<file path="src/rtl/ucd_pkg.sv">
// Shared types and constants for the UTF-8 code point decoder.
package ucd_pkg;

  localparam int unsigned ByteW   = 8;
  localparam int unsigned CpW     = 21;
  localparam int unsigned QDepth  = 4;
  localparam int unsigned QLenW   = 3;
  localparam int unsigned OutDataW = 24;

  localparam logic [CpW-1:0] CpMax   = 21'h10FFFF;
  localparam logic [CpW-1:0] SurLo   = 21'h00D800;
  localparam logic [CpW-1:0] SurHi   = 21'h00DFFF;

  typedef enum logic [1:0] {
    StIdle = 2'b01,
    StProc = 2'b10
  } ucd_state_e;

  typedef struct packed {
    logic load;
    logic step;
    logic finish;
  } ucd_cmd_t;

  typedef struct packed {
    logic q_empty;
    logic emit_hit;
    logic pend_valid;
    logic out_free;
  } ucd_status_t;

endpackage

</file>
<file path="src/rtl/ucd_ctrl.sv">
// Sequencing state machine for the UTF-8 code point decoder.
module ucd_ctrl (
  input  logic                 clk_i,
  input  logic                 rst_ni,
  input  logic                 in_valid_i,
  output logic                 in_ready_o,
  input  ucd_pkg::ucd_status_t status_i,
  output ucd_pkg::ucd_cmd_t    cmd_o
);

  ucd_pkg::ucd_state_e state_q, state_d;

  always_comb begin
    state_d    = state_q;
    in_ready_o = 1'b0;
    cmd_o      = '0;
    unique case (state_q)
      ucd_pkg::StIdle: begin
        in_ready_o = 1'b1;
        if (in_valid_i) begin
          cmd_o.load = 1'b1;
          state_d    = ucd_pkg::StProc;
        end
      end
      ucd_pkg::StProc: begin
        if (status_i.q_empty) begin
          if (!status_i.pend_valid || status_i.out_free) begin
            cmd_o.finish = 1'b1;
            state_d      = ucd_pkg::StIdle;
          end
        end else if (!status_i.emit_hit || !status_i.pend_valid || status_i.out_free) begin
          cmd_o.step = 1'b1;
        end
      end
      default: state_d = ucd_pkg::StIdle;
    endcase
  end

  always_ff @(posedge clk_i or negedge rst_ni) begin
    if (!rst_ni) begin
      state_q <= ucd_pkg::StIdle;
    end else begin
      state_q <= state_d;
    end
  end

endmodule

</file>
<file path="src/rtl/ucd_datapath.sv">
// Byte queue, held sequence, assembly and output registers of the decoder.
module ucd_datapath (
  input  logic                          clk_i,
  input  logic                          rst_ni,
  input  ucd_pkg::ucd_cmd_t             cmd_i,
  output ucd_pkg::ucd_status_t          status_o,
  input  logic [ucd_pkg::ByteW-1:0]     in_byte_i,
  input  logic                          in_eot_i,
  input  logic                          out_ready_i,
  output logic                          out_valid_o,
  output logic [ucd_pkg::CpW-1:0]       out_cp_o,
  output logic                          out_last_o
);

  logic [ucd_pkg::ByteW-1:0] queue_q [ucd_pkg::QDepth];
  logic [ucd_pkg::ByteW-1:0] queue_d [ucd_pkg::QDepth];
  logic [ucd_pkg::ByteW-1:0] held_q  [ucd_pkg::QDepth];
  logic [ucd_pkg::ByteW-1:0] held_d  [ucd_pkg::QDepth];
  logic [ucd_pkg::QLenW-1:0] qlen_q, qlen_d;
  logic [2:0]                hc_q, hc_d;
  logic [1:0]                fn_q, fn_d;
  logic [1:0]                n_q, n_d;
  logic                      eot_q, eot_d;
  logic                      pend_valid_q, pend_valid_d;
  logic [ucd_pkg::CpW-1:0]   pend_cp_q, pend_cp_d;
  logic                      out_valid_q, out_valid_d;
  logic [ucd_pkg::CpW-1:0]   out_cp_q, out_cp_d;
  logic                      out_last_q, out_last_d;

  // result of feeding the front byte
  logic [ucd_pkg::ByteW-1:0] b;
  logic [ucd_pkg::ByteW-1:0] pop  [ucd_pkg::QDepth];
  logic [ucd_pkg::ByteW-1:0] hv   [ucd_pkg::QDepth];
  logic [ucd_pkg::ByteW-1:0] f_q  [ucd_pkg::QDepth];
  logic [ucd_pkg::ByteW-1:0] f_held [ucd_pkg::QDepth];
  logic [ucd_pkg::QLenW-1:0] f_qlen, qrest, qsum;
  logic [2:0]                f_hc, hc_inc;
  logic [1:0]                f_fn, hidx, pidx;
  logic                      f_emit, ok, in_range, emit_hit;
  logic [ucd_pkg::CpW-1:0]   f_cp, cp_asm;

  always_comb begin
    b      = queue_q[0];
    hv     = held_q;
    hv[hc_q[1:0]] = b;
    for (int i = 0; i < ucd_pkg::QDepth - 1; i++) begin
      pop[i] = queue_q[i+1];
    end
    pop[ucd_pkg::QDepth-1] = '0;
    hc_inc = hc_q + 3'd1;
    qrest  = qlen_q - 3'd1;
    qsum   = qrest + {1'b0, fn_q};

    ok = 1'b1;
    unique case (fn_q)
      2'd1: begin
        cp_asm = {10'b0, hv[0][4:0], hv[1][5:0]};
        ok     = (hv[1][7:6] == 2'b10);
      end
      2'd2: begin
        cp_asm = {5'b0, hv[0][3:0], hv[1][5:0], hv[2][5:0]};
        ok     = (hv[1][7:6] == 2'b10) && (hv[2][7:6] == 2'b10);
      end
      2'd3: begin
        cp_asm = {hv[0][2:0], hv[1][5:0], hv[2][5:0], hv[3][5:0]};
        ok     = (hv[1][7:6] == 2'b10) && (hv[2][7:6] == 2'b10) &&
                 (hv[3][7:6] == 2'b10);
      end
      default: cp_asm = {18'b0, hv[0][2:0]};
    endcase
    in_range = (cp_asm <= ucd_pkg::CpMax) &&
               !((cp_asm >= ucd_pkg::SurLo) && (cp_asm <= ucd_pkg::SurHi));

    f_emit = 1'b0;
    f_cp   = '0;
    f_held = held_q;
    f_hc   = hc_q;
    f_fn   = fn_q;
    f_q    = pop;
    f_qlen = qrest;
    hidx   = '0;
    pidx   = '0;
    if (hc_q == 3'd0) begin
      if (!b[7]) begin
        f_emit = 1'b1;
        f_cp   = {13'b0, b};
      end else if (b[7:5] == 3'b110) begin
        f_held[0] = b;
        f_hc      = 3'd1;
        f_fn      = 2'd1;
      end else if (b[7:4] == 4'b1110) begin
        f_held[0] = b;
        f_hc      = 3'd1;
        f_fn      = 2'd2;
      end else if (b[7:3] == 5'b11110) begin
        f_held[0] = b;
        f_hc      = 3'd1;
        f_fn      = 2'd3;
      end
    end else if (hc_q > 3'd3) begin
      f_hc = 3'd0;
      f_fn = 2'd0;
    end else begin
      f_held = hv;
      if (hc_inc < ({1'b0, fn_q} + 3'd1)) begin
        f_hc = hc_inc;
      end else begin
        f_hc = 3'd0;
        f_fn = 2'd0;
        if (ok) begin
          f_emit = in_range;
          f_cp   = cp_asm;
        end else if (qsum <= 3'd4) begin
          // bad follower: held followers go back to the queue front
          for (int i = 0; i < ucd_pkg::QDepth; i++) begin
            hidx = 2'(i) + 2'd1;
            pidx = 2'(i) - fn_q;
            if (2'(i) < fn_q) f_q[i] = hv[hidx];
            else              f_q[i] = pop[pidx];
          end
          f_qlen = qsum;
        end
      end
    end
    emit_hit = f_emit && (n_q != 2'd3);
  end

  assign status_o.q_empty    = (qlen_q == '0);
  assign status_o.emit_hit   = emit_hit;
  assign status_o.pend_valid = pend_valid_q;
  assign status_o.out_free   = !out_valid_q || out_ready_i;

  always_comb begin
    queue_d      = queue_q;
    qlen_d       = qlen_q;
    held_d       = held_q;
    hc_d         = hc_q;
    fn_d         = fn_q;
    n_d          = n_q;
    eot_d        = eot_q;
    pend_valid_d = pend_valid_q;
    pend_cp_d    = pend_cp_q;
    out_valid_d  = out_valid_q && !out_ready_i;
    out_cp_d     = out_cp_q;
    out_last_d   = out_last_q;
    if (cmd_i.load) begin
      queue_d[0] = in_byte_i;
      qlen_d     = 3'd1;
      eot_d      = in_eot_i;
      n_d        = 2'd0;
    end
    if (cmd_i.step) begin
      queue_d = f_q;
      qlen_d  = f_qlen;
      held_d  = f_held;
      hc_d    = f_hc;
      fn_d    = f_fn;
      if (emit_hit) begin
        n_d          = n_q + 2'd1;
        pend_valid_d = 1'b1;
        pend_cp_d    = f_cp;
        if (pend_valid_q) begin
          out_valid_d = 1'b1;
          out_cp_d    = pend_cp_q;
          out_last_d  = 1'b0;
        end
      end
    end
    if (cmd_i.finish) begin
      if (pend_valid_q) begin
        out_valid_d  = 1'b1;
        out_cp_d     = pend_cp_q;
        out_last_d   = 1'b1;
        pend_valid_d = 1'b0;
      end
      if (eot_q) begin
        hc_d = 3'd0;
        fn_d = 2'd0;
      end
    end
  end

  always_ff @(posedge clk_i or negedge rst_ni) begin
    if (!rst_ni) begin
      qlen_q       <= '0;
      hc_q         <= '0;
      fn_q         <= '0;
      n_q          <= '0;
      pend_valid_q <= 1'b0;
      out_valid_q  <= 1'b0;
    end else begin
      qlen_q       <= qlen_d;
      hc_q         <= hc_d;
      fn_q         <= fn_d;
      n_q          <= n_d;
      pend_valid_q <= pend_valid_d;
      out_valid_q  <= out_valid_d;
    end
  end

  always_ff @(posedge clk_i) begin
    queue_q   <= queue_d;
    held_q    <= held_d;
    eot_q     <= eot_d;
    pend_cp_q <= pend_cp_d;
    out_cp_q  <= out_cp_d;
    out_last_q <= out_last_d;
  end

  assign out_valid_o = out_valid_q;
  assign out_cp_o    = out_cp_q;
  assign out_last_o  = out_last_q;

  a_qlen_bound: assert property (@(posedge clk_i) disable iff (!rst_ni)
    qlen_q <= 3'd4) else $error("replay queue overfilled");

  a_held_bound: assert property (@(posedge clk_i) disable iff (!rst_ni)
    hc_q <= 3'd3) else $error("held count beyond a full sequence");

  a_held_pair: assert property (@(posedge clk_i) disable iff (!rst_ni)
    (hc_q == 3'd0) == (fn_q == 2'd0)) else $error("held count and follower need disagree");

  a_step_nonempty: assert property (@(posedge clk_i) disable iff (!rst_ni)
    cmd_i.step |-> (qlen_q != '0)) else $error("step issued on empty queue");

endmodule

</file>
<file path="src/rtl/utf8_codepoint_decoder.sv">
// Top level of the streaming UTF-8 to code point decoder.
// Input channel s_axis: one text byte per transfer, tlast marks the final
// byte of a text. Output channel m_axis: one code point per transfer, tlast
// marks the last code point produced by one input byte (bytes that complete
// nothing produce no transfer).
// One input byte occupies the block from its acceptance in idle through the
// bytes worked through its replay queue (normally only the byte itself; bad
// followers send held bytes back) to a finish step that returns to idle.
// The queue works one byte per cycle through the feed logic, unless a found
// code point must wait for a stalled output register. Each code point waits
// in a pending register and moves to the output register when the next one
// is found or when the item ends.
// A stalled receiver holds the output register; the block then
// waits before it can produce a second result, and takes no new byte
// until the current one is fully delivered into the output register.
// Reset returns to idle with no sequence held and no output pending.
module utf8_codepoint_decoder (
  input  logic                             clk_i,
  input  logic                             rst_ni,
  input  logic                             s_axis_tvalid_i,
  output logic                             s_axis_tready_o,
  input  logic [ucd_pkg::ByteW-1:0]        s_axis_tdata_i,   // [7:0] text_byte
  input  logic                             s_axis_tlast_i,   // end_of_text
  output logic                             m_axis_tvalid_o,
  input  logic                             m_axis_tready_i,
  output logic [ucd_pkg::OutDataW-1:0]     m_axis_tdata_o,   // [20:0] code_point, [23:21] zero
  output logic                             m_axis_tlast_o    // run_end
);

  ucd_pkg::ucd_cmd_t       cmd;
  ucd_pkg::ucd_status_t    status;
  logic [ucd_pkg::CpW-1:0] out_cp;

  ucd_ctrl u_ctrl (
    .clk_i      (clk_i),
    .rst_ni     (rst_ni),
    .in_valid_i (s_axis_tvalid_i),
    .in_ready_o (s_axis_tready_o),
    .status_i   (status),
    .cmd_o      (cmd)
  );

  ucd_datapath u_datapath (
    .clk_i       (clk_i),
    .rst_ni      (rst_ni),
    .cmd_i       (cmd),
    .status_o    (status),
    .in_byte_i   (s_axis_tdata_i),
    .in_eot_i    (s_axis_tlast_i),
    .out_ready_i (m_axis_tready_i),
    .out_valid_o (m_axis_tvalid_o),
    .out_cp_o    (out_cp),
    .out_last_o  (m_axis_tlast_o)
  );

  assign m_axis_tdata_o = {{(ucd_pkg::OutDataW - ucd_pkg::CpW){1'b0}}, out_cp};

endmodule
</file>
<file path="config.mk">
export PLATFORM = sky130hd
export DESIGN_NAME = utf8_codepoint_decoder
export DESIGN_NICKNAME = d
export VERILOG_FILES = /design/src/rtl/ucd_pkg.sv /design/src/rtl/ucd_ctrl.sv /design/src/rtl/ucd_datapath.sv /design/src/rtl/utf8_codepoint_decoder.sv
export SDC_FILE = /design/constraint.sdc
export NUM_CORES = 1
export LEC_CHECK = 0
export ABC_AREA = 1
export BUFFER_PORTS_ARGS = -buffer_cell sky130_fd_sc_hd__buf_2
export CORE_MARGIN = 5
export CORE_UTILIZATION = 45
export CTS_CLUSTER_DIAMETER = 60
export DETAILED_ROUTE_END_ITERATION = 12
export SYNTH_ARGS = -nofsm -noshare
export SYNTH_HDL_FRONTEND = slang
export SYNTH_SLANG_ARGS = --single-unit
export TNS_END_PERCENT = 30
</file>
<file path="constraint.sdc">
create_clock -name clk_i -period 4.4 [get_ports clk_i]
set_input_delay 0.22 -clock clk_i [delete_from_list [all_inputs] [get_ports clk_i]]
set_output_delay 0.22 -clock clk_i [all_outputs]
set_load 0.1 [all_outputs]
</file>
== Yosys cells after proc, flatten, opt, wreduce, memory -nomap -nowiden ==
Cells that the tools add are included.

* Bits in registers: 122
* Bits of input ports: 13

* Mux-type cells: 105
* Equality and inequality tests: 18
* Add/sub/neg operators: 9
* Reductions and logical operators: 24
* Order comparisons: 16
* Bitwise operators: 8

{| class="wikitable"
|+ Operators with widths
! cell !! count
|-
| 32-bit two-way mux || 7
|-
| 21-bit two-way mux || 9
|-
| 8-bit two-way mux || 19
|-
| 8-bit binary-select mux with 2-bit select || 4
|-
| 21-bit one-hot mux with 3 select lines || 1
|-
| 3-bit two-way mux || 17
|-
| 2-bit two-way mux || 17
|-
| 32-bit bitwise mux || 1
|-
| 1-bit two-way mux || 26
|-
| 21-bit by 16-bit greater-or-equal comparator with 1-bit output, second input constant || 1
|-
| 21-bit by 16-bit <= comparator with 1-bit output, second input constant || 1
|-
| 21-bit <= comparator, second input constant || 1
|-
| 8-bit demux with 2-bit select || 1
|-
| 3-bit greater-or-equal comparator, second input constant || 5
|-
| 2-bit inverter with 3-bit output || 5
|-
| 2-bit equality test, second input constant || 6
|-
| 1-bit logical AND || 7
|-
| 7-bit two-way mux || 1
|-
| 3-bit logical NOT || 2
|-
| 2-bit by 1-bit != test with 1-bit output, second input constant || 3
|-
| 2-bit != test, second input constant || 3
|-
| 3-bit AND reduction || 2
|-
| 5-bit equality test, second input constant || 1
|-
| 1-bit logical NOT || 5
|-
| 25 further kinds || 35
|}

== Longest topological paths before layout ==
Gate-level depths: netlist of run 1.

* Word-level depth: 25
* Depth in mapped cells: 20

== By module ==
From an unflattened synthesis of run 1, not the netlist that was laid out.

* Cell total of the unflattened synthesis: 935
* Area total of the unflattened synthesis: 7,272.0 µm²

{| class="wikitable"
|+ By module, submodules not included
! module !! area an instance (µm²) !! times used !! cells each
|-
| ucd_datapath || 7,111.8 || 1 || 911
|-
| ucd_ctrl || 133.9 || 1 || 20
|-
| utf8_codepoint_decoder || 26.3 || 1 || 4
|}

== Worst setup path before layout of run 1 ==
OpenSTA, ideal clock, no wires.

* Path type: reg-to-reg
* Start: reg u_datapath.fn_q[1]
* End: reg u_datapath.held_q[0] in the netlist's numbering (enable)
* Stages on the path, launching flop included: 18
* Path slack: 98 ps
* Setup time: 405 ps
* Arrival: 3,897 ps
* Path through: dfrtp_1 > clkbuf_1 > inv_1 > clkbuf_1 > ha_1 > inv_1 > clkbuf_1 > ha_1 > nand3_1 > nand2_1 > nand3_1 > nor2_1 > nand4_2 > nand2_1 > nand3_4 > nand2_4 > buf_4 > nor2_1

* Longest elaborated chain between the ends: 18

{| class="wikitable"
|+ RTL lines
! what !! RTL line !! source
|-
| from (decl) || ucd_datapath.sv:21 || <nowiki>logic [1:0] fn_q, fn_d;</nowiki>
|-
| from (signal assigned) || ucd_datapath.sv:194 || <nowiki>fn_q <= fn_d;</nowiki>
|-
| 2-bit equality test / 2-bit by 1-bit equality test with 1-bit output (equally long branches) || ucd_datapath.sv:55 || <nowiki>unique case (fn_q)</nowiki>
|-
| 21-bit one-hot mux with 3 select lines || ucd_datapath.sv:55 ||
|-
| 21-bit by 16-bit greater-or-equal comparator with 1-bit output / 21-bit by 16-bit <= comparator with 1-bit output (equally long branches) || ucd_datapath.sv:72 || <nowiki>!((cp_asm >= ucd_pkg::SurLo) && (cp_asm <= ucd_pkg::SurHi));</nowiki>
|-
| 1-bit logical AND || ucd_datapath.sv:72 ||
|-
| 1-bit logical NOT || ucd_datapath.sv:72 ||
|-
| 1-bit logical AND || ucd_datapath.sv:71 || <nowiki>in_range = (cp_asm <= ucd_pkg::CpMax) &&</nowiki>
|-
| 1-bit two-way mux || ucd_datapath.sv:110 || <nowiki>if (ok) begin</nowiki>
|-
| 1-bit two-way mux (*) || ucd_datapath.sv:105 || <nowiki>if (hc_inc < ({1'b0, fn_q} + 3'd1)) begin</nowiki>
|-
| 1-bit two-way mux (*) || ucd_datapath.sv:100 || <nowiki>end else if (hc_q > 3'd3) begin</nowiki>
|-
| 1-bit two-way mux (*) || ucd_datapath.sv:83 || <nowiki>if (hc_q == 3'd0) begin</nowiki>
|-
| 1-bit logical AND (*) || ucd_datapath.sv:125 || <nowiki>emit_hit = f_emit && (n_q != 2'd3);</nowiki>
|-
| 1-bit logical NOT (*) || ucd_ctrl.sv:31 || <nowiki>end else if (!status_i.emit_hit || !status_i.pend_valid || status_i.out_free) begin</nowiki>
|-
| 1-bit logical OR (*) (2 in a row) || ucd_ctrl.sv:31 ||
|-
| 1-bit two-way mux (*) || ucd_ctrl.sv:31 ||
|-
| 1-bit two-way mux (*) || ucd_ctrl.sv:26 || <nowiki>if (status_i.q_empty) begin</nowiki>
|-
| 2-bit two-way mux (*) || ucd_ctrl.sv:17 || <nowiki>unique case (state_q)</nowiki>
|-
| 3-bit AND reduction (no source line) (*) || - ||
|-
| to (signal assigned) || ucd_datapath.sv:203 || <nowiki>held_q <= held_d;</nowiki>
|-
| to (decl) || ucd_datapath.sv:17 || <nowiki>logic [ucd_pkg::ByteW-1:0] held_q [ucd_pkg::QDepth];</nowiki>
|}

Every way passes the cells marked *; elsewhere a longest branch is shown, timed or not.
A chain may end at the register's enable or synchronous reset.

== Worst setup path in the final report of run 1 ==
* Start: reg u_datapath.fn_q[0]
* End: reg u_datapath.queue_q, in the netlist u_datapath.pop[9] (enable)

* Longest elaborated chain between the ends: 17

{| class="wikitable"
|+ RTL lines
! what !! RTL line !! source
|-
| 2-bit equality test / 2-bit by 1-bit equality test with 1-bit output (equally long branches) || ucd_datapath.sv:55 ||
|-
| 21-bit one-hot mux with 3 select lines || ucd_datapath.sv:55 ||
|-
| 21-bit by 16-bit greater-or-equal comparator with 1-bit output / 21-bit by 16-bit <= comparator with 1-bit output (equally long branches) || ucd_datapath.sv:72 ||
|-
| 1-bit logical AND || ucd_datapath.sv:72 ||
|-
| 1-bit logical NOT || ucd_datapath.sv:72 ||
|-
| 1-bit logical AND || ucd_datapath.sv:71 ||
|-
| 1-bit two-way mux || ucd_datapath.sv:110 ||
|-
| 1-bit two-way mux (*) || ucd_datapath.sv:105 ||
|-
| 1-bit two-way mux (*) || ucd_datapath.sv:100 ||
|-
| 1-bit two-way mux (*) || ucd_datapath.sv:83 ||
|-
| 1-bit logical AND (*) || ucd_datapath.sv:125 ||
|-
| 1-bit logical NOT (*) || ucd_ctrl.sv:31 ||
|-
| 1-bit logical OR (*) (2 in a row) || ucd_ctrl.sv:31 ||
|-
| 1-bit two-way mux (*) || ucd_ctrl.sv:31 ||
|-
| 1-bit two-way mux (*) || ucd_ctrl.sv:26 ||
|-
| 2-bit two-way mux (*) || ucd_ctrl.sv:17 ||
|-
| to (signal assigned) || ucd_datapath.sv:202 || <nowiki>queue_q <= queue_d;</nowiki>
|-
| to (decl) || ucd_datapath.sv:15 || <nowiki>logic [ucd_pkg::ByteW-1:0] queue_q [ucd_pkg::QDepth];</nowiki>
|}

Marks and branches as above.

==> results.cfg, run 1 <==
[clock_tree]
cts_root_buf = clkbuf_16
clk_latency_ns = 0.42
clk_path_buf_depth = 2
cts.clk_slew.worst_paths_ns = 0.05
cts_made_buffers = 17
post-cts-setup-buffer-count = 0
htree_levels = 4
cts.repair.resized = 0
cts.sinks = 119
cts_tree = done

[finish]
syn_to_final_growth_pct = 12.9
final_net_count = 853
stdcell_count = 1046
fillers = 1406
post-route-util = 0.519
drive_gt1_frac = 0.145
antenna_cells = 0

[setup_path]
r2r-start = u_datapath.fn_q[0]$_DFF_PN0_
cp_data_required_time_ns = 4.45
r2r-end = u_datapath.pop[9]$_SDFFCE_PP0N_
crit_fanout = 35
arrival_ns = 3.61
crit_type = flip-flop to flip-flop
crit_path_end_kind = flip-flop
rr_worst_depth = 14
reg2reg_setup_slack_ns = 0.84
startpoint_type = flip-flop

[route]
post_drt_via_cell_ratio = 5.21
ant_nets = 0
route.detailed.drc = 0
drt-initial-drc-count = 404
vias = 5452
routedWlPerCell_um = 16.3
wirelength_um = 17000
dr.pass1.iters = 5

[logic_synthesis]
netlist_area_um2 = 7010
yosysMostFrequentCell = nand2_1
synth_cells = 788
async_flop_share = 0.118
synth_top_area_share = 0.450
ys_top_cells_by_area = edfxtp_1 45%, nand2_1 9.6%, o21ai_0 6.7%, inv_1 5.3%, dfrtp_1 4.6%
synthDistinctLibCells = 46
synth.largest_area_cell = edfxtp_1
synth_edf_count = 105
synth.ff_latch_count = 119
synthTopCellsByCount = 180 x nand2_1, 105 x edfxtp_1, 99 x inv_1
seq_area_frac_synth = 0.500
ys_warn_count = 0
synth_area_per_cell_um2 = 8.90
synth_ff_type = edfxtp_1

[die]
core_area_um2 = 15300
start_util = 0.460
rows = 45
die_w_um = 135
ios = 40
die-area_um2 = 18200
die_y_um = 135

[sta]
max_freq_ghz = 0.281
fin_worst_skew_ns = 0.00603
worst_pin_slew_ns = 0.713
finalCritPeriodShare = 0.810
rsz0062_at_grt = no
slew_headroom = 0.524
setup_tns_ns = 0
slew_violations = 0
period_needed_ns = 3.56
setup_violations = 0
hold_violations = 0

[run_status]
status = completed

[grt]
grt_max_degree = 42
grt_overflow = 0
grt_pass1_wl_um = 27300
antenna_found_initial = 0
grt_pass1_vias = 5215
grtUsageTotal = 0.193

[worst_hold_path]
whs_endpoint = u_datapath.out_valid_o$_DFF_PN0_
worstHoldStart = m_axis_tready_i
min_path_cells = 4
hp-class = primary input to flip-flop

[power]
power_density_nw_per_um2 = 692
vdd_drop_max_uv = 377
fin_total_pwr_uw = 5480
p_leak_uw = 0.00320

[placement]
place_inst = 1012
place_hpwl_um = 12500
place_congestion = 0.958
port_buffers = 36

[job]
maxCapViolCount = 0
[metrics by stage]
step,worst slack (ns),hold WS (ns),cell area [um2]
final,0.836,0.0660,7920
after global routing,0.442,0.0600,7920
after CTS,0.814,0.0534,7920
after detailed placement,0.832,0.149,7340
after global placement,0.895,0.144,7340
after floorplan,0.0979,-0.0756,7020
[area by class of cell]
type                    instances  area (um2)  area share
repair buffers                 50         290      0.0367
inverters                     105         397      0.0501
well taps                     211         264      0.0333
flip-flops and latches        119        3500       0.443
clock buffers                  22         454      0.0574
multi-input cells             529        2900       0.366
clock inverters                10         106      0.0134
[critical path, stage by stage, from the launching register on]
cell	delay, ns
dfrtp_1	0.39
inv_1	0.44
ha_1	0.27
inv_1	0.15
nor2_1	0.33
inv_1	0.07
o21ai_0	0.24
nand2_1	0.08
nand2_1	0.08
nand3_2	0.09
nand4_2	0.09
nand2_1	0.09
nand3_4	0.12
nand2_4	0.16
inv_2	0.57
[cells by family after synthesis]
| family | share of synthesized area |
|---|---|
| AOI/OAI and AO/OA | 0.141 |
| xor gates and xnor gates | 0.00375 |
| adders and majority gates | 0.0332 |
| buffers and inverters | 0.0878 |
| DFF | 0.500 |
| muxes | 0.0300 |
| other | 0.000535 |
| and+or+nand+nor | 0.204 |
[placed cells by master, fill, tap and decap left out, types with 16 or more instances in the layout]
cell       count
edfxtp_1     105
inv_1         99
nand2_1      180
o21ai_0       94
o22ai_1       19
nor2_4        21
mux2i_1       21
nand3_1       22
buf_2         36
clkbuf_16     17
a21oi_1       30
nor2_1        60
ha_1          17
o211ai_1      16
[worst max-delay path by stage]
stage                                       startpoint                               end  cells after the start
after floorplan           u_datapath.fn_q[1]$_DFF_PN0_    u_datapath.held_q[0]$_DFFE_PP_                     17
after global placement    u_datapath.fn_q[0]$_DFF_PN0_  u_datapath.pop[15]$_SDFFCE_PP0N_                     14
after detailed placement  u_datapath.fn_q[0]$_DFF_PN0_      u_datapath.pop[17]$_DFFE_PN_                     14
after CTS                 u_datapath.fn_q[0]$_DFF_PN0_      u_datapath.pop[17]$_DFFE_PN_                     14
after global routing      u_datapath.fn_q[0]$_DFF_PN0_         u_datapath.b[2]$_DFFE_PP_                     16
final                     u_datapath.fn_q[0]$_DFF_PN0_   u_datapath.pop[9]$_SDFFCE_PP0N_                     14
[metal layers]
layer / up-vias / share of wire / GRT usage
met3: 27 / 0.059 / 0.0477
met5: - / 0 / 0
met2: 173 / 0.47 / 0.307
met1: 2535 / 0.45 / 0.256
met4: 0 / 0.021 / 0.0696
li1: 2717 / - / -
[where the power goes]
part	switching [uW]	leakage, uW	internal [uW]
Sequential	140	0.00115	1530
Combinational	1810	0.00177	678
Clock	481	0.000277	841
Total	2430	0.00320	3050
[repair_timing]
item / in CTS / in global routing
setup endpoints to repair: 0 / 0
endpoints found under the hold margin: 14 / 0
hold buffers: 2 / 0
No activity file was read; power rests on OpenSTA's default activity.
==> run 2, diff against run 1 <==
- clock period: 4.4 -> 3.7 ns (I/O delays scaled with it)
==> results.cfg, run 2 (synthesis results as in run 1) <==
[finish]
final_cell_mix = 180 x nand2_1, 105 x edfxtp_1, 99 x inv_1
antenna_cells = 0
fin_area_um2 = 8000
drive_gt1_frac = 0.150
final_common_cell = nand2_1
final_net_count = 861
stdcell_count = 1053
syn_to_final_growth_pct = 14.0

[grt]
grt_max_degree = 42
grt_pass1_wl_um = 28400
antenna_found_initial = 0
grtUsageTotal = 0.202
grt_pass1_vias = 5365
grt_overflow = 0

[placement]
port_buffers = 36
dp_slack_ns = 0.115
place_inst = 1020
place_congestion = 0.927
place_hpwl_um = 13300
placed_area_um2 = 7400

[die]
die_y_um = 135
ios = 40
die-area_um2 = 18200
core_area_um2 = 15300
die_w_um = 135
rows = 45
start_util = 0.460

[route]
wl_met2_um = 8430
wirelength_um = 17800
routedWlPerCell_um = 16.9
drt-initial-drc-count = 376
wl_met1_um = 8110
post_drt_via_cell_ratio = 5.21
dr.pass1.iters = 6
dr_wl_met3_um = 780
ant_nets = 0
vias = 5486
route.detailed.drc = 0
maxUsedRoutingLayer = met4

[sta]
setup_violations = 0
period_needed_ns = 3.49
rsz0062_at_grt = yes
setup_tns_ns = 0
slew_violations = 0
worst_pin_slew_ns = 0.619
max_freq_ghz = 0.286
finalCritPeriodShare = 0.944
setup_ws_ns = 0.206
slew_headroom = 0.587
fin_worst_skew_ns = 0.0114
hold_violations = 0

[setup_path]
arrival_ns = 3.66
crit_type = flip-flop to flip-flop
crit_path_start = u_datapath.hc_q[1]$_DFF_PN0_
cp_data_required_time_ns = 3.87
startpoint_type = flip-flop
crit_path_end_kind = flip-flop
crit_fanout = 25
r2r-start = u_datapath.hc_q[1]$_DFF_PN0_

[clock_tree]
cts.sinks = 119
cts_made_buffers = 17
cts_root_buf = clkbuf_16
clk_path_buf_depth = 2
cts.clk_slew.worst_paths_ns = 0.05
clk_latency_ns = 0.42
cts_tree = done
htree_levels = 4
post-cts-setup-buffer-count = 0

[run_status]
status = completed

[job]
maxCapViolCount = 0

[power]
vdd_drop_max_uv = 370
fin_total_pwr_uw = 6640
power_density_nw_per_um2 = 831
p_leak_uw = 0.00324

[worst_hold_path]
hp-class = primary input to flip-flop
worstHoldStart = m_axis_tready_i
[run 2: critical path, stage by stage, from the launching register on]
cell     delay (ns)
dfrtp_1        0.45
inv_1          0.13
ha_1           0.49
inv_1          0.22
nand2_1        0.10
nand2_1        0.14
inv_1          0.23
o21ai_1        0.12
nand2_1        0.07
nand2_1        0.06
nand3_2        0.09
nand4_2        0.09
nand2_1        0.13
nand3_4        0.12
nand2_4        0.18
inv_2          0.24
buf_4          0.24
nand2_1        0.06
nand2_1        0.05
[run 2: area by class of cell]
type,instances,area [um2]
clock buffers,19,433
clock inverters,12,135
fillers,1450,7260
inverters,105,398
multi-input cells,529,2910
flip-flops and latches,119,3500
well taps,211,264
repair buffers,58,350
[run 2: path summary, 6_finish.rpt]
| check | cells past startpoint | to | slack (ns) |
|---|---|---|---|
| setup reg to reg | 18 | u_datapath.b[5]$_DFFE_PP_ | 0.21 |
| setup / recovery | 18 | u_datapath.b[5]$_DFFE_PP_ | 0.21 |
| hold reg to reg | 2 | u_datapath.qlen_q[1]$_DFFE_PN0P_ | 0.51 |
| hold / removal | 4 | u_datapath.out_valid_o$_DFF_PN0_ | 0.03 |
| min in group asynchronous | 2 | u_datapath.out_valid_o$_DFF_PN0_ | 0.22 |
| max in group asynchronous | 2 | u_ctrl.state_q[0]$_DFFE_PN1P_ | 3.17 |
[run 2: timing repair]
| action | 4_1_cts | 5_1_grt |
|---|---|---|
| endpoints found under the setup margin | 0 | 42 |
| resized for setup | 0 | 3 |
| hold endpoints to repair | 15 | 0 |
| hold buffers | 2 | 0 |
[run 2: metal layers]
layer  vias up  global-route usage
met3        39              0.0436
li1       2730                   -
met5         -                   0
met2       154               0.331
met4         0              0.0826
met1      2563               0.260
[run 2: where the power goes]
| part | internal [uW] | switching [uW] |
|---|---|---|
| Sequential | 1820 | 158 |
| Combinational | 838 | 2210 |
| Clock | 1040 | 577 |
| Total | 3690 | 2950 |
[run 2: through the flow]
| stage | hold WS [ns] | utilization |
|---|---|---|
| final | 0.0259 | 0.524 |
| after CTS | 0.0152 | 0.524 |
| after floorplan | -0.111 | - |
| after detailed placement | 0.118 | 0.485 |
| after global placement | 0.101 | 0.485 |
| after global routing | 0.0421 | 0.524 |
==> run 3, diff against run 2 <==
- SYNTH_HIERARCHICAL: not set -> 1
==> results.cfg, run 3 <==
[clock_tree]
clk_path_buf_depth = 2
post-cts-setup-buffer-count = 0
cts_tree = done
htree_levels = 4
cts.clk_slew.worst_paths_ns = 0.05
cts.sinks = 119
cts_root_buf = clkbuf_16
cts_made_buffers = 17
clk_latency_ns = 0.42

[logic_synthesis]
synth_area_per_cell_um2 = 7.78
synth_edf_count = 83
synth_ff_type = edfxtp_1
seq_area_frac_synth = 0.452
yosysMostFrequentCell = nand2_1
netlist_area_um2 = 7270
ys_top_cells_by_area = edfxtp_1 34%, nand2_1 15%, dfxtp_1 6.1%, inv_1 4.6%, o21ai_0 4.5%
async_flop_share = 0.118
synth_top_area_share = 0.343
synth.largest_area_cell = edfxtp_1
synthDistinctLibCells = 42
ys_warn_count = 6
synthTopCellsByCount = 281 x nand2_1, 90 x inv_1, 83 x edfxtp_1
synth_cells = 935
synth.ff_latch_count = 119

[setup_path]
crit_path_top_delay_cell = dfrtp_1
crit_type = flip-flop to flip-flop
crit_fanout = 20
crit_path_end_kind = flip-flop
max_stage_delay_ns = 0.44
startpoint_type = flip-flop
worstPathBufferInverterCount = 5
path_cells = ha_1 -> ha_1 -> inv_1 -> ha_1 -> inv_1 -> o211ai_2 -> nand2_1 -> nor2_2 -> nand4_2 -> nand2_4 -> nand2_4 -> inv_2 -> nand2_2 -> o21ai_2 -> nor2_4 -> clkinv_4 -> buf_4 -> a21oi_1 -> a21oi_2
crit_family = adder cells
cp_data_required_time_ns = 4.05
arrival_ns = 3.68
crit_top_cell = ha_1

[run_status]
status = completed

[sta]
setup_violations = 0
slew_violations = 0
period_needed_ns = 3.33
finalCritPeriodShare = 0.899
fin_worst_skew_ns = 0.00898
worst_pin_slew_ns = 0.749
setup_ws_ns = 0.372
hold_violations = 0
rsz0062_at_grt = no
slew_headroom = 0.495
max_freq_ghz = 0.301

[die]
core_area_um2 = 15900
die_w_um = 137
rows = 46
die_y_um = 137
ios = 40
die-area_um2 = 18800
start_util = 0.458

[route]
vias = 6345
routedWlPerCell_um = 16.2
route.detailed.drc = 0
ant_nets = 0
drt-initial-drc-count = 444
dr.pass1.iters = 5
wirelength_um = 19600
post_drt_via_cell_ratio = 5.27

[finish]
final_net_count = 1007
largest_reg_flops = 29
fillers = 1572
final_common_cell = nand2_1
stdcell_count = 1205
regMostFlops = u_datapath/held_q
drive_gt1_frac = 0.174
syn_to_final_growth_pct = 15.1
final_cell_mix = 280 x nand2_1, 88 x inv_1, 83 x edfxtp_1
antenna_cells = 0

[job]
maxCapViolCount = 0

[placement]
place_hpwl_um = 14200
place_inst = 1171
place_congestion = 1.01
dp_slack_ns = 0.404
port_buffers = 36

[grt]
grt_overflow = 0
grt_max_degree = 41
grtUsageTotal = 0.217
grt_pass1_vias = 5872
antenna_found_initial = 0
grt_pass1_wl_um = 31400

[worst_hold_path]
hp-class = primary input to flip-flop
## run 3: cell count changes after synthesis, moves of 9 or more
cell      change
inv_1         -9
a22oi_1       +9
nand2_2      +20
nand2_1     +101
mux2i_1      -21
edfxtp_1     -22
nor2_1       +13
dfxtp_1      +22
a21oi_1      +19
nor2_4       -18
nand3_1      +22
o21ai_0      -28
a21oi_2      +18
## run 3: per-stage QoR
stage	cell area (um2)	setup TNS (ns)	hold WS, ns	util
floorplan	7370	-11.40	-0.111	-
finish	8370	0	0.0429	0.527
detailed placement	7780	0	0.103	0.490
global route	8370	0	0.0391	0.527
CTS	8370	0	0.0270	0.527
global placement	7780	0	0.109	0.490
## run 3: path summary, 6_finish.rpt
path / from / end / slack (ns) / cells after the start
setup / recovery: u_datapath/hc_q[0]$_DFF_PN0_ / u_datapath/out_cp_o[17]$_DFF_P_ / 0.37 / 19
hold / removal: s_axis_tdata_i[6] / u_datapath/b[6]$_DFFE_PP_ / 0.04 / 3
setup reg to reg: u_datapath/hc_q[0]$_DFF_PN0_ / u_datapath/out_cp_o[17]$_DFF_P_ / 0.37 / 19
hold reg to reg: u_datapath/out_last_o$_DFF_P_ / u_datapath/out_last_o$_DFF_P_ / 0.44 / 2
max in group asynchronous: rst_ni / u_ctrl/state_q[0]$_DFFE_PN1P_ / 3.17 / 2
min in group asynchronous: rst_ni / u_datapath/n_q[1]$_DFF_PN0_ / 0.23 / 2
## run 3: metal layers
layer	track usage	routed length, um
met1	0.299	9160
met2	0.345	8970
met3	0.0438	1120
met4	0.0682	315
met5	0	0
## run 3: cell type report
type | instances | area [um2] | area share
clock buffer | 23 | 468 | 0.0559
clock inverter | 9 | 98.8 | 0.0118
inverter | 101 | 387 | 0.0462
multi-input combinational | 669 | 3410 | 0.408
sequential | 119 | 3280 | 0.392
tap | 216 | 270 | 0.0323
timing repair buffer | 68 | 450 | 0.0538
## run 3: repair_timing
item                       in CTS  in global routing
hold endpoints to repair       15                  0
setup endpoints to repair       0                  0
resized for setup               0                  0
hold buffers                    2                  0
## run 3: cells by family after synthesis
| group | share of synthesized area |
|---|---|
| other | 0.000516 |
| and+or+nand+nor | 0.253 |
| AOI/OAI and AO/OA | 0.172 |
| adders and majority gates | 0.0320 |
| buffers and inverters | 0.0879 |
| DFF | 0.452 |
| xor gates and xnor gates | 0.00241 |
## run 3: tightest hold or removal path: cells and delay by family
| family | cells | cell delay, ns |
|---|---|---|
| and+or+nand+nor | 2 | 0.09 |
| buffers and inverters | 1 | 0.08 |
Power of run 3 is left out: the tool's default activity adds up to more than one toggle a clock period on the data nets, which glitch-free logic cannot reach.
